--- config.mk ---
export PLATFORM = sky130hd
export DESIGN_NAME = spad_div_cell
export DESIGN_NICKNAME = d
export VERILOG_FILES = /design/src/rtl/core/spad_pkg.sv /design/src/rtl/core/spad_div_cell.sv
export SDC_FILE = /design/constraint.sdc
export NUM_CORES = 1
export LEC_CHECK = 0
export ABC_CLOCK_PERIOD_IN_PS = 3000
export BUFFER_PORTS_ARGS = -buffer_cell sky130_fd_sc_hd__buf_2
export CORE_AREA = 2 2 424 426
export CTS_CLUSTER_SIZE = 12
export DETAILED_ROUTE_END_ITERATION = 8
export DIE_AREA = 0 0 426 428
export PLACE_DENSITY = 0.3
export SYNTH_ARGS = -nofsm -noshare
export SYNTH_HDL_FRONTEND = slang
export SYNTH_SLANG_ARGS = --single-unit
--- constraint.sdc ---
create_clock -name clock -period 3 [get_ports clock]
set_input_delay 0.3 -clock clock [delete_from_list [all_inputs] [get_ports clock]]
set_output_delay 0.3 -clock clock [all_outputs]
set_load 0.02 [all_outputs]
--- src/rtl/core/spad_pkg.sv ---
// Shared constants, types and stage records for the segment point block.
package spad_pkg;

   localparam int CoordWidth  = 32;
   localparam int FracBits    = 16;
   localparam int Axes        = 3;
   localparam int DistWidth   = CoordWidth - 1;
   localparam int MagWidth    = CoordWidth + 1;
   localparam int RootWidth   = MagWidth + 1;
   localparam int SumWidth    = 2 * RootWidth;
   localparam int RemWidth    = RootWidth + 2;
   localparam int ProdWidth   = RootWidth + MagWidth;
   localparam int QuoWidth    = MagWidth;
   localparam int DivRemWidth = RootWidth + 1;
   localparam int StepWidth   = CoordWidth + 2;

   localparam logic [DistWidth-1:0] DistReset = DistWidth'(64'd1 << FracBits);

   typedef enum logic {
      MODE_FROM_START = 1'b0,
      MODE_BEFORE_END = 1'b1
   } mode_type;

   typedef logic signed [CoordWidth-1:0] coord_type;

   typedef struct packed {
      logic [Axes-1:0][CoordWidth-1:0] start;
      logic [Axes-1:0][CoordWidth-1:0] finish;
      logic [Axes-1:0]                 neg;
      mode_type                        mode;
   } item_type;

   typedef struct packed {
      logic                          valid;
      item_type                      item;
      logic [Axes-1:0][MagWidth-1:0] mag;
      logic [SumWidth-1:0]           sum_rest;
      logic [RemWidth-1:0]           rem;
      logic [RootWidth-1:0]          root;
   } sqrt_stage_type;

   typedef struct packed {
      logic                             valid;
      item_type                         item;
      logic                             too_short;
      logic [RootWidth-1:0]             len;
      logic [Axes-1:0][QuoWidth-1:0]    num_rest;
      logic [Axes-1:0][DivRemWidth-1:0] rem;
      logic [Axes-1:0][QuoWidth-1:0]    quo;
   } div_stage_type;

   typedef struct packed {
      logic [Axes-1:0][CoordWidth-1:0] point;
      logic                            too_short;
   } result_type;

endpackage

--- src/rtl/core/spad_div_cell.sv ---
// One quotient bit for all three axes of the division chain, registered.
module spad_div_cell (
   input  logic                   clock,
   input  logic                   reset,
   input  logic                   adv,
   input  spad_pkg::div_stage_type stage_in,
   output spad_pkg::div_stage_type stage_out
);
   import spad_pkg::*;

   logic [Axes-1:0][DivRemWidth-1:0] shifted;
   logic [Axes-1:0]                  ge;
   div_stage_type                    stage_in_nxt;
   div_stage_type                    stage_ff;
   logic                             valid_ff;

   always_comb begin
      stage_in_nxt = stage_in;
      for (int k = 0; k < Axes; k++) begin
         shifted[k] = {stage_in.rem[k][DivRemWidth-2:0], stage_in.num_rest[k][QuoWidth-1]};
         ge[k]      = shifted[k] >= {1'b0, stage_in.len};
         stage_in_nxt.rem[k]      = ge[k] ? shifted[k] - {1'b0, stage_in.len} : shifted[k];
         stage_in_nxt.quo[k]      = {stage_in.quo[k][QuoWidth-2:0], ge[k]};
         stage_in_nxt.num_rest[k] = stage_in.num_rest[k] << 1;
      end
   end

   always_ff @(posedge clock) begin
      if (adv) begin
         stage_ff <= stage_in_nxt;
      end
   end

   always_ff @(posedge clock) begin
      if (reset) begin
         valid_ff <= 1'b0;
      end else if (adv) begin
         valid_ff <= stage_in.valid;
      end
   end

   always_comb begin
      stage_out       = stage_ff;
      stage_out.valid = valid_ff;
   end
endmodule

==> summary.txt <==
Outcome
  • Status: finished, final reports clean

Routing
  • Drt via density: 3.53
  • Residual DRC count: 0
  • Post-DR wirelength/cell: 23.6 µm
  • DR iter-0 viols: ~1,100
  • Final wirelength: 141,000 µm
  • Via Count: 21,100
  • Initial DRT Pass Iterations: 5
  • ANT nets after route: 0

Clock tree
  • CTS buffer count: 76
  • Sink Count: 532
  • Latest clock arrival within the worst-skew pair: 0.68 ns
  • Reg clk slew, reported paths: 0.05 ns
  • CTS tree: yes
  • H-tree levels: 3
  • Root Driver: clkbuf_16
  • Clock buffer depth: 3

STA
  • Endpoints failing setup: 0
  • Max_slew headroom: a little over half
  • Max Transition Viols Final: 0
  • Fin Setup TNS: 0 ns
  • Hold WS: approximately 0.10 ns
  • RSZ-0062 raised after global routing: yes
  • Setup Skew: 0 ns
  • Final hold viol count: 0
  • Period utilisation layout: 97.9%
  • Worst Tran Pin Value: between 0.6 and 0.7 ns
  • Final min period: ~3 ns
  • F_max: around 0.34 GHz

Critical path
  • Critical Path Fanout Max: 12
  • CP cell instances: buf_2, clkinvlp_4, buf_4, buf_4, ha_4, nor2b_1, o21ai_2, a21o_1, and3_4, o221ai_4, a31oi_4, o21ai_4, a311oi_4, o41ai_4, buf_6, clkbuf_16, mux2_4
  • WS Path Type: in -> reg
  • Crit-path most repeated cell: buf_4
  • CP peak stage delay: 0.36 ns
  • Register-to-register setup slack: 1.84 ns
  • Critical Path RT: 3.44 ns
  • CP max-delay cell: o41ai_4
  • Worst Setup Start Kind: primary input
  • Crit end category: flop
  • Critical Path AT: 3.38 ns

Min path
  • Hold WC Path Type: in -> reg

Run
  • Max-cap violations: 0

Placement
  • Port Buffers: 1,063
  • Placed Cells: approximately 5,300
  • Placer Congestion: 0.840
  • Detailed Place HPWL: 117,000 µm

Cells and area
  • Share of cells above drive strength 1: 45.1%
  • # fillers: between 15,000 and 20,000
  • Final non-filler cell total: 5,967
  • Final core occ: a little under a quarter
  • Final #Nets: 4,171
  • Area grow syn2layout: 82.9%

Synthesis
  • Largest cells by area after synthesis: edfxtp_1, ha_1, a21oi_1
  • Most frequent cells after synthesis: edfxtp_1, a21oi_1, ha_1
  • Avg Inst Size Synth: 14.7 µm²
  • Mapped cell area: 22,800 µm²
  • Synth Register Bits: 532
  • Count leader, synth: edfxtp_1
  • Post-Syn Instances: 1,552
  • Synth Area in Compound Gates: 10.3%
  • Post-synth ARST share: 0%
  • Share of the synthesized area in the top cell type: a little over two thirds
  • Cell variety after synth: 65
  • EDFF count, synth: 531
  • Synth warn: 0
  • Largest family of logic cells by synthesized area: compound AO/OA/AOI/OAI gates
  • Simple-Gate Fraction of Synth Area: ~6.4%
  • Synth area leader: edfxtp_1
  • XOR/XNOR Fraction of Synth Area: 3.50%
  • Adder-Cell Fraction of Synth Area: slightly below 6%
  • Ys flop type: edfxtp_1
  • Post-synthesis sequential area ratio: 70.2%
  • Multiplexer share of the synthesized area: 1.56%

Pwr
  • Total power: 23.8 mW
  • PD cells: approximately 570 nW/µm²
  • Peak supply drop: 364 µV
  • Leak: around 18 nW

Global route
  • Initial antenna violation count: 89
  • Congestion Overflow GR: 0
  • First-pass GRT wire length: ~180,000 µm
  • Tot GR Track Use: 14.8%
  • Largest net degree at the start of global routing: 60
  • Number of global-route vias before repair: about 22,000

Die
  • Starting density of the core: 12.8%
  • Die H: approximately 430 µm
  • DIE WIDTH: around 430 µm
  • Core footprint: 178,000 µm²
  • Die area: between 150,000 and 200,000 µm²
  • Row count: ~160
  • # IOs: 1,073
## worst max-delay path: cells and delay by family
| family | cells | cell delay [ns] |
|---|---|---|
| AND/OR/NAND/NOR | 2 | 0.33 |
| buffers and inverters | 6 | 0.92 |
| adder cells (fa/ha/maj) | 1 | 0.25 |
| AO/OA/AOI/OAI | 7 | 1.25 |
| multiplexers | 1 | 0.30 |
## metrics by stage
stage	worst slack, ns	cell area [µm²]
6_report	0.0625	41600
5_1_grt	-0.0513	41600
2_1_floorplan	-0.0474	22800
3_3_place_gp	-0.732	33600
4_1_cts	0.0129	41200
3_5_place_dp	-0.731	33600
## flip-flops by register name, indices dropped and copies added (netlist names)
name,flops
stage_out,531
valid_ff,1
## layout by cell type (no fill, tap or decap), types with 28 or more instances in the layout
cell type      netlist  layout
xnor2_1             54      54
buf_2               10    1061
edfxtp_1           531     531
inv_1               68      61
buf_4               10     348
diode_2              0      28
ha_1               102      96
a21oi_1            146     135
nand2_1             82      82
a21o_1              55      54
nor2_1              90      90
o21ai_0             84      73
xor2_1              37      37
clkbuf_16            0      79
dlygate4sd3_1        0     519
## final timing paths
check                                       to          start  cells past startpoint
worst max register to register        valid_ff       valid_ff                      3
worst min register to register        valid_ff       valid_ff                      3
worst max-delay path            stage_out[121]  stage_in[304]                     17
worst min-delay path            stage_out[160]  stage_in[159]                      3
## power breakdown
| part | total, mW | switching, mW | internal, mW | leakage (nW) |
|---|---|---|---|---|
| logic | 5.64 | 3.29 | 2.35 | 11.3 |
| registers | 9.25 | 0.218 | 9.03 | 5.21 |
| clock network | 8.88 | 3.72 | 5.15 | 1.15 |
## kinds of logic (layout without fill, tap and decap cells)
group / count (synthesis) / after routing
AOI/OAI and AO/OA: 376 / 376
and+or+nand+nor: 304 / 304
DFF: 532 / 532
buffers and inverters: 115 / 2145
other: 1 / 31
muxes: 28 / 28
xor gates and xnor gates: 91 / 91
adders and majority gates: 105 / 105
## layout make-up
type	count	area [µm²]	area share, %
Antenna cell	28	70.1	0.168
Clock inverter	45	432	1.04
Tap cell	2355	2950	7.08
Clock buffer	89	1970	4.74
Timing Repair Buffer	1943	13400	32.2
Inverter	68	278	0.668
Multi-Input combinational cell	907	6550	15.7
Sequential cell	532	16000	38.4
## metal layers
| layer | routed length, µm | GRT usage (%) | part of all wire (%) |
|---|---|---|---|
| met1 | 49300 | 14.8 | 35 |
| met3 | 7210 | 2.88 | 5.1 |
| met4 | 6400 | 6.35 | 4.5 |
| met2 | 77800 | 29.1 | 55 |
| met5 | 143 | 0 | 0.10 |
## timing repair
item | CTS | global route
endpoints found under the setup margin | 0 | 58
hold endpoints to repair | 518 | 0
hold buffers | 519 | 0
resized for setup | 0 | 60
setup buffers | 0 | 10
(Power assumes the default switching activity.)
