<file path="src/rtl/core/spad_pkg.sv">
// Shared constants, types and stage records for the segment point block.
package spad_pkg;

   localparam int CoordWidth  = 32;
   localparam int FracBits    = 16;
   localparam int Axes        = 3;
   localparam int DistWidth   = CoordWidth - 1;
   localparam int MagWidth    = CoordWidth + 1;
   localparam int RootWidth   = MagWidth + 1;
   localparam int SumWidth    = 2 * RootWidth;
   localparam int RemWidth    = RootWidth + 2;
   localparam int ProdWidth   = RootWidth + MagWidth;
   localparam int QuoWidth    = MagWidth;
   localparam int DivRemWidth = RootWidth + 1;
   localparam int StepWidth   = CoordWidth + 2;

   localparam logic [DistWidth-1:0] DistReset = DistWidth'(64'd1 << FracBits);

   typedef enum logic {
      MODE_FROM_START = 1'b0,
      MODE_BEFORE_END = 1'b1
   } mode_type;

   typedef logic signed [CoordWidth-1:0] coord_type;

   typedef struct packed {
      logic [Axes-1:0][CoordWidth-1:0] start;
      logic [Axes-1:0][CoordWidth-1:0] finish;
      logic [Axes-1:0]                 neg;
      mode_type                        mode;
   } item_type;

   typedef struct packed {
      logic                          valid;
      item_type                      item;
      logic [Axes-1:0][MagWidth-1:0] mag;
      logic [SumWidth-1:0]           sum_rest;
      logic [RemWidth-1:0]           rem;
      logic [RootWidth-1:0]          root;
   } sqrt_stage_type;

   typedef struct packed {
      logic                             valid;
      item_type                         item;
      logic                             too_short;
      logic [RootWidth-1:0]             len;
      logic [Axes-1:0][QuoWidth-1:0]    num_rest;
      logic [Axes-1:0][DivRemWidth-1:0] rem;
      logic [Axes-1:0][QuoWidth-1:0]    quo;
   } div_stage_type;

   typedef struct packed {
      logic [Axes-1:0][CoordWidth-1:0] point;
      logic                            too_short;
   } result_type;

endpackage

</file>
<file path="src/rtl/core/spad_sqrt_cell.sv">
// One root bit of the square root chain, registered.
module spad_sqrt_cell (
   input  logic                    clock,
   input  logic                    reset,
   input  logic                    adv,
   input  spad_pkg::sqrt_stage_type stage_in,
   output spad_pkg::sqrt_stage_type stage_out
);
   import spad_pkg::*;

   logic [RemWidth-1:0] shifted;
   logic [RemWidth-1:0] trial;
   logic                ge;
   sqrt_stage_type      stage_in_nxt;
   sqrt_stage_type      stage_ff;
   logic                valid_ff;

   always_comb begin
      shifted = {stage_in.rem[RemWidth-3:0], stage_in.sum_rest[SumWidth-1 -: 2]};
      trial   = {stage_in.root, 2'b01};
      ge      = shifted >= trial;
      stage_in_nxt          = stage_in;
      stage_in_nxt.sum_rest = stage_in.sum_rest << 2;
      stage_in_nxt.rem      = ge ? shifted - trial : shifted;
      stage_in_nxt.root     = {stage_in.root[RootWidth-2:0], ge};
   end

   always_ff @(posedge clock) begin
      if (adv) begin
         stage_ff <= stage_in_nxt;
      end
   end

   always_ff @(posedge clock) begin
      if (reset) begin
         valid_ff <= 1'b0;
      end else if (adv) begin
         valid_ff <= stage_in.valid;
      end
   end

   always_comb begin
      stage_out       = stage_ff;
      stage_out.valid = valid_ff;
   end
endmodule

</file>
<file path="config.mk">
export PLATFORM = sky130hd
export DESIGN_NAME = spad_sqrt_cell
export DESIGN_NICKNAME = d
export VERILOG_FILES = /design/src/rtl/core/spad_pkg.sv /design/src/rtl/core/spad_sqrt_cell.sv
export SDC_FILE = /design/constraint.sdc
export NUM_CORES = 1
export LEC_CHECK = 0
export BUFFER_PORTS_ARGS = -buffer_cell sky130_fd_sc_hd__buf_2
export CAP_MARGIN = 20
export CORE_AREA = 5 5 333 335
export CTS_CLUSTER_SIZE = 8
export DETAILED_ROUTE_END_ITERATION = 7
export DIE_AREA = 0 0 338 340
export PLACE_DENSITY_LB_ADDON = 0.25
export SLEW_MARGIN = 20
export SYNTH_ARGS = -nofsm -noshare
export SYNTH_HDL_FRONTEND = slang
export SYNTH_SLANG_ARGS = --single-unit
</file>
<file path="constraint.sdc">
create_clock -name clock -period 8.65 [get_ports clock]
set_input_delay 0.4325 -clock clock [delete_from_list [all_inputs] [get_ports clock]]
set_output_delay 0.4325 -clock clock [all_outputs]
set_load 0.01 [all_outputs]
</file>
==> impl_metrics.env <==
export IMPL_synth_edf_count=431
export IMPL_ir_drop_uv=120
export IMPL_maxSlewViolCount=0
export IMPL_antenna_found_initial=22
export IMPL_p_per_area_nw_per_um2=212
export IMPL_netlist_instances=795
export IMPL_grt_overflow=0
export IMPL_gp_routability_congestion=0.797
export IMPL_finalSetupViolCount=0
export IMPL_hold_path_class="in -> reg"
export IMPL_wl_per_cell_microns=20.4
export IMPL_synth_area_sq_um=15600
export IMPL_leakagePower_nw=11.4
export IMPL_holdWs_ns=0.0698
export IMPL_die_h_microns=340
export IMPL_yosysWarnings=0
export IMPL_synth_adder_area_share_pct=2.89
export IMPL_max_cap_viol_count=0
export IMPL_worst_slew_margin_rel_pct=29.4
export IMPL_grtUsageTotal_pct=11.7
export IMPL_viasPerCell=3.51
export IMPL_synth_area_mux_share_pct=2.64
export IMPL_yosysUniqueCellTypes=60
export IMPL_tritoncts="done"
export IMPL_yosys_area_share_simple_pct=2.57
export IMPL_ant_nets=0
export IMPL_final_nets=2577
export IMPL_regArea_sq_um=13000
export IMPL_worstPathArrival_ns=4.37
export IMPL_initial_core_util_pct=14.4
export IMPL_dp_hpwl_microns=56500
export IMPL_worstSkewPairLatency_ns=0.58
export IMPL_fin_crit_sh_pct=46.8
export IMPL_finalClockSkew_ns=0
export IMPL_dr_first_iter_drc_count=615
export IMPL_end_kind="flop"
export IMPL_htreeDepth=3
export IMPL_yosys_most_used_dff="edfxtp_1"
export IMPL_critPathRequiredTime_ns=8.97
export IMPL_avgSynthCellArea_sq_um=19.6
export IMPL_rsz0062_at_grt="no"
export IMPL_cts_buffer_depth=3
export IMPL_die_area_sq_um=115000
export IMPL_ys_seq_area_share_pct=83.2
export IMPL_synth_top_family_by_area="compound AO/OA/AOI/OAI gates"
export IMPL_io_pins=871
export IMPL_drt_total_wl_microns=72100
export IMPL_core_sq_um=108000
export IMPL_cts_sinks=432
export IMPL_first_pass_iters=5
export IMPL_drive_gt1_share_pct=46.6
export IMPL_synth_xor_area_share_pct=1.80
export IMPL_numCtsBuffers=66
export IMPL_final_hold_violation_count=0
export IMPL_row_count=121
export IMPL_synth_compound_area_share_pct=5.12
export IMPL_multiInputGateArea_sq_um=2350
export IMPL_fin_crit_ns=4.05
export IMPL_tns_ns=0
export IMPL_die_width_microns=338
export IMPL_ys_ff_latch=432
export IMPL_cts_root_buf="clkbuf_16"
export IMPL_n_fill_cell=11289
export IMPL_vias=12450
export IMPL_power_mw=5.79
export IMPL_worstMarginPinSlew_ns=1.06
export IMPL_path_clk_slew_ns=0.05
export IMPL_grt_pass1_vias=13604
export IMPL_crit_type="in -> reg"
export IMPL_cp_max_fo=37
export IMPL_utilization_pct=25.4
export IMPL_drc_errors=0
export IMPL_final_common_cell="buf_2"
export IMPL_final_cell_mix="buf_2, edfxtp_1, dlygate4sd3_1, clkbuf_16, inv_1"
export IMPL_grt_first_pass_wirelength_microns=96300
export IMPL_fmax_mhz=247
export IMPL_flow_area_growth_from_synthesis_pct=75.7
export IMPL_async_flop_share_pct=0
export IMPL_status="complete, no violations"
export IMPL_portBuffers=866
export IMPL_start_kind="input port"
export IMPL_grt_max_degree=153
final cells by class:
class | count | share of cell area (%)
clock buffers | 71 | 6.18
flip-flops and latches | 432 | 47.4
clock inverters | 12 | 0.613
repair buffers | 1254 | 30.1
diodes | 10 | 0.0914
well taps | 1414 | 6.47
inverters | 47 | 0.645
multi-input cells | 303 | 8.57
Yosys cell counts, types with 3 or more instances:
cell type / number / area share, %
edfxtp_1: 431 / 83
inv_1: 47 / 1.1
ha_1: 36 / 2.9
a21oi_1: 34 / 1.1
mux2_2: 27 / 2.0
nor2_1: 25 / 0.60
nand2_1: 21 / 0.51
xnor2_1: 20 / 1.1
o21ai_0: 19 / 0.61
a21o_1: 17 / 0.82
xor2_1: 12 / 0.67
a31oi_1: 6 / 0.24
nand3_1: 6 / 0.19
mux2_1: 5 / 0.36
mux2i_1: 5 / 0.32
nand4_1: 5 / 0.20
o21a_1: 5 / 0.24
clkbuf_1: 4 / 0.096
o21bai_1: 4 / 0.19
buf_2: 3 / 0.096
buf_4: 3 / 0.14
buf_6: 3 / 0.22
nand2b_1: 3 / 0.12
nor3_1: 3 / 0.096
o31a_1: 3 / 0.17
or3_1: 3 / 0.12
where the power goes:
group	internal [mW]	switching (mW)	total (mW)
sequential	2.51	0.0523	2.57
combinational	0.392	0.459	0.851
clock	1.42	0.954	2.37
cells by family (layout without fill, tap and decap cells):
group / after synthesis / in the layout
flip-flops: 432 / 432
AO/OA/AOI/OAI: 115 / 115
AND/OR/NAND/NOR: 81 / 81
buffers and inverters: 61 / 1384
multiplexers: 37 / 37
adder cells (fa/ha/maj): 36 / 36
XOR/XNOR: 32 / 32
other: 1 / 12
what timing repair did:
| item | CTS | global route |
|---|---|---|
| endpoints found under the hold margin | 382 | 0 |
| setup buffers | 0 | 0 |
| hold buffers | 382 | 0 |
| gates resized for setup | 0 | 0 |
worst max-delay path, cell delays in order:
cell and delay (ns):
dlygate4sd3_1 0.53, buf_2 0.13, inv_1 0.06, ha_1 0.30
inv_1 0.09, nor2_1 0.27, nand2_1 0.27, nor4_1 0.78
a21boi_0 0.27, a221oi_2 0.36, o22ai_4 0.11, buf_4 0.31
mux2_1 0.42
routing by layer:
layer / global-route usage, % / part of all wire, % / vias up
met5: 0.213 / 0.16 / -
met4: 5.78 / 4.7 / 16
met3: 4.25 / 9.2 / 118
met2: 20.4 / 49 / 555
met1: 12.6 / 37 / 6065
li1: - / - / 5696
sequential cells by signal, indices dropped and copies added (netlist names):
register / count
stage_out: 431
valid_ff: 1
metrics by stage:
| stage | area [sq um] | std cells | worst slack (ns) |
|---|---|---|---|
| 6_report | 27400 | 3543 | 4.60 |
| 3_3_place_gp | 21700 | 3068 | 4.46 |
| 4_1_cts | 27300 | 3533 | 4.62 |
| 3_5_place_dp | 21700 | 3068 | 4.45 |
| 2_1_floorplan | 15600 | 796 | 5.54 |
| 5_1_grt | 27300 | 3537 | 4.48 |
path summary, 6_finish.rpt:
check | from | endpoint | slack [ns] | depth (start not counted)
min | stage_in[152] | stage_out[152] | 0.07 | 1
max reg2reg | valid_ff | valid_ff | 8.07 | 2
min reg2reg | valid_ff | valid_ff | 0.49 | 2
max | stage_in[28] | stage_out[67] | 4.60 | 13
No activity file was read; power rests on OpenSTA's default activity.
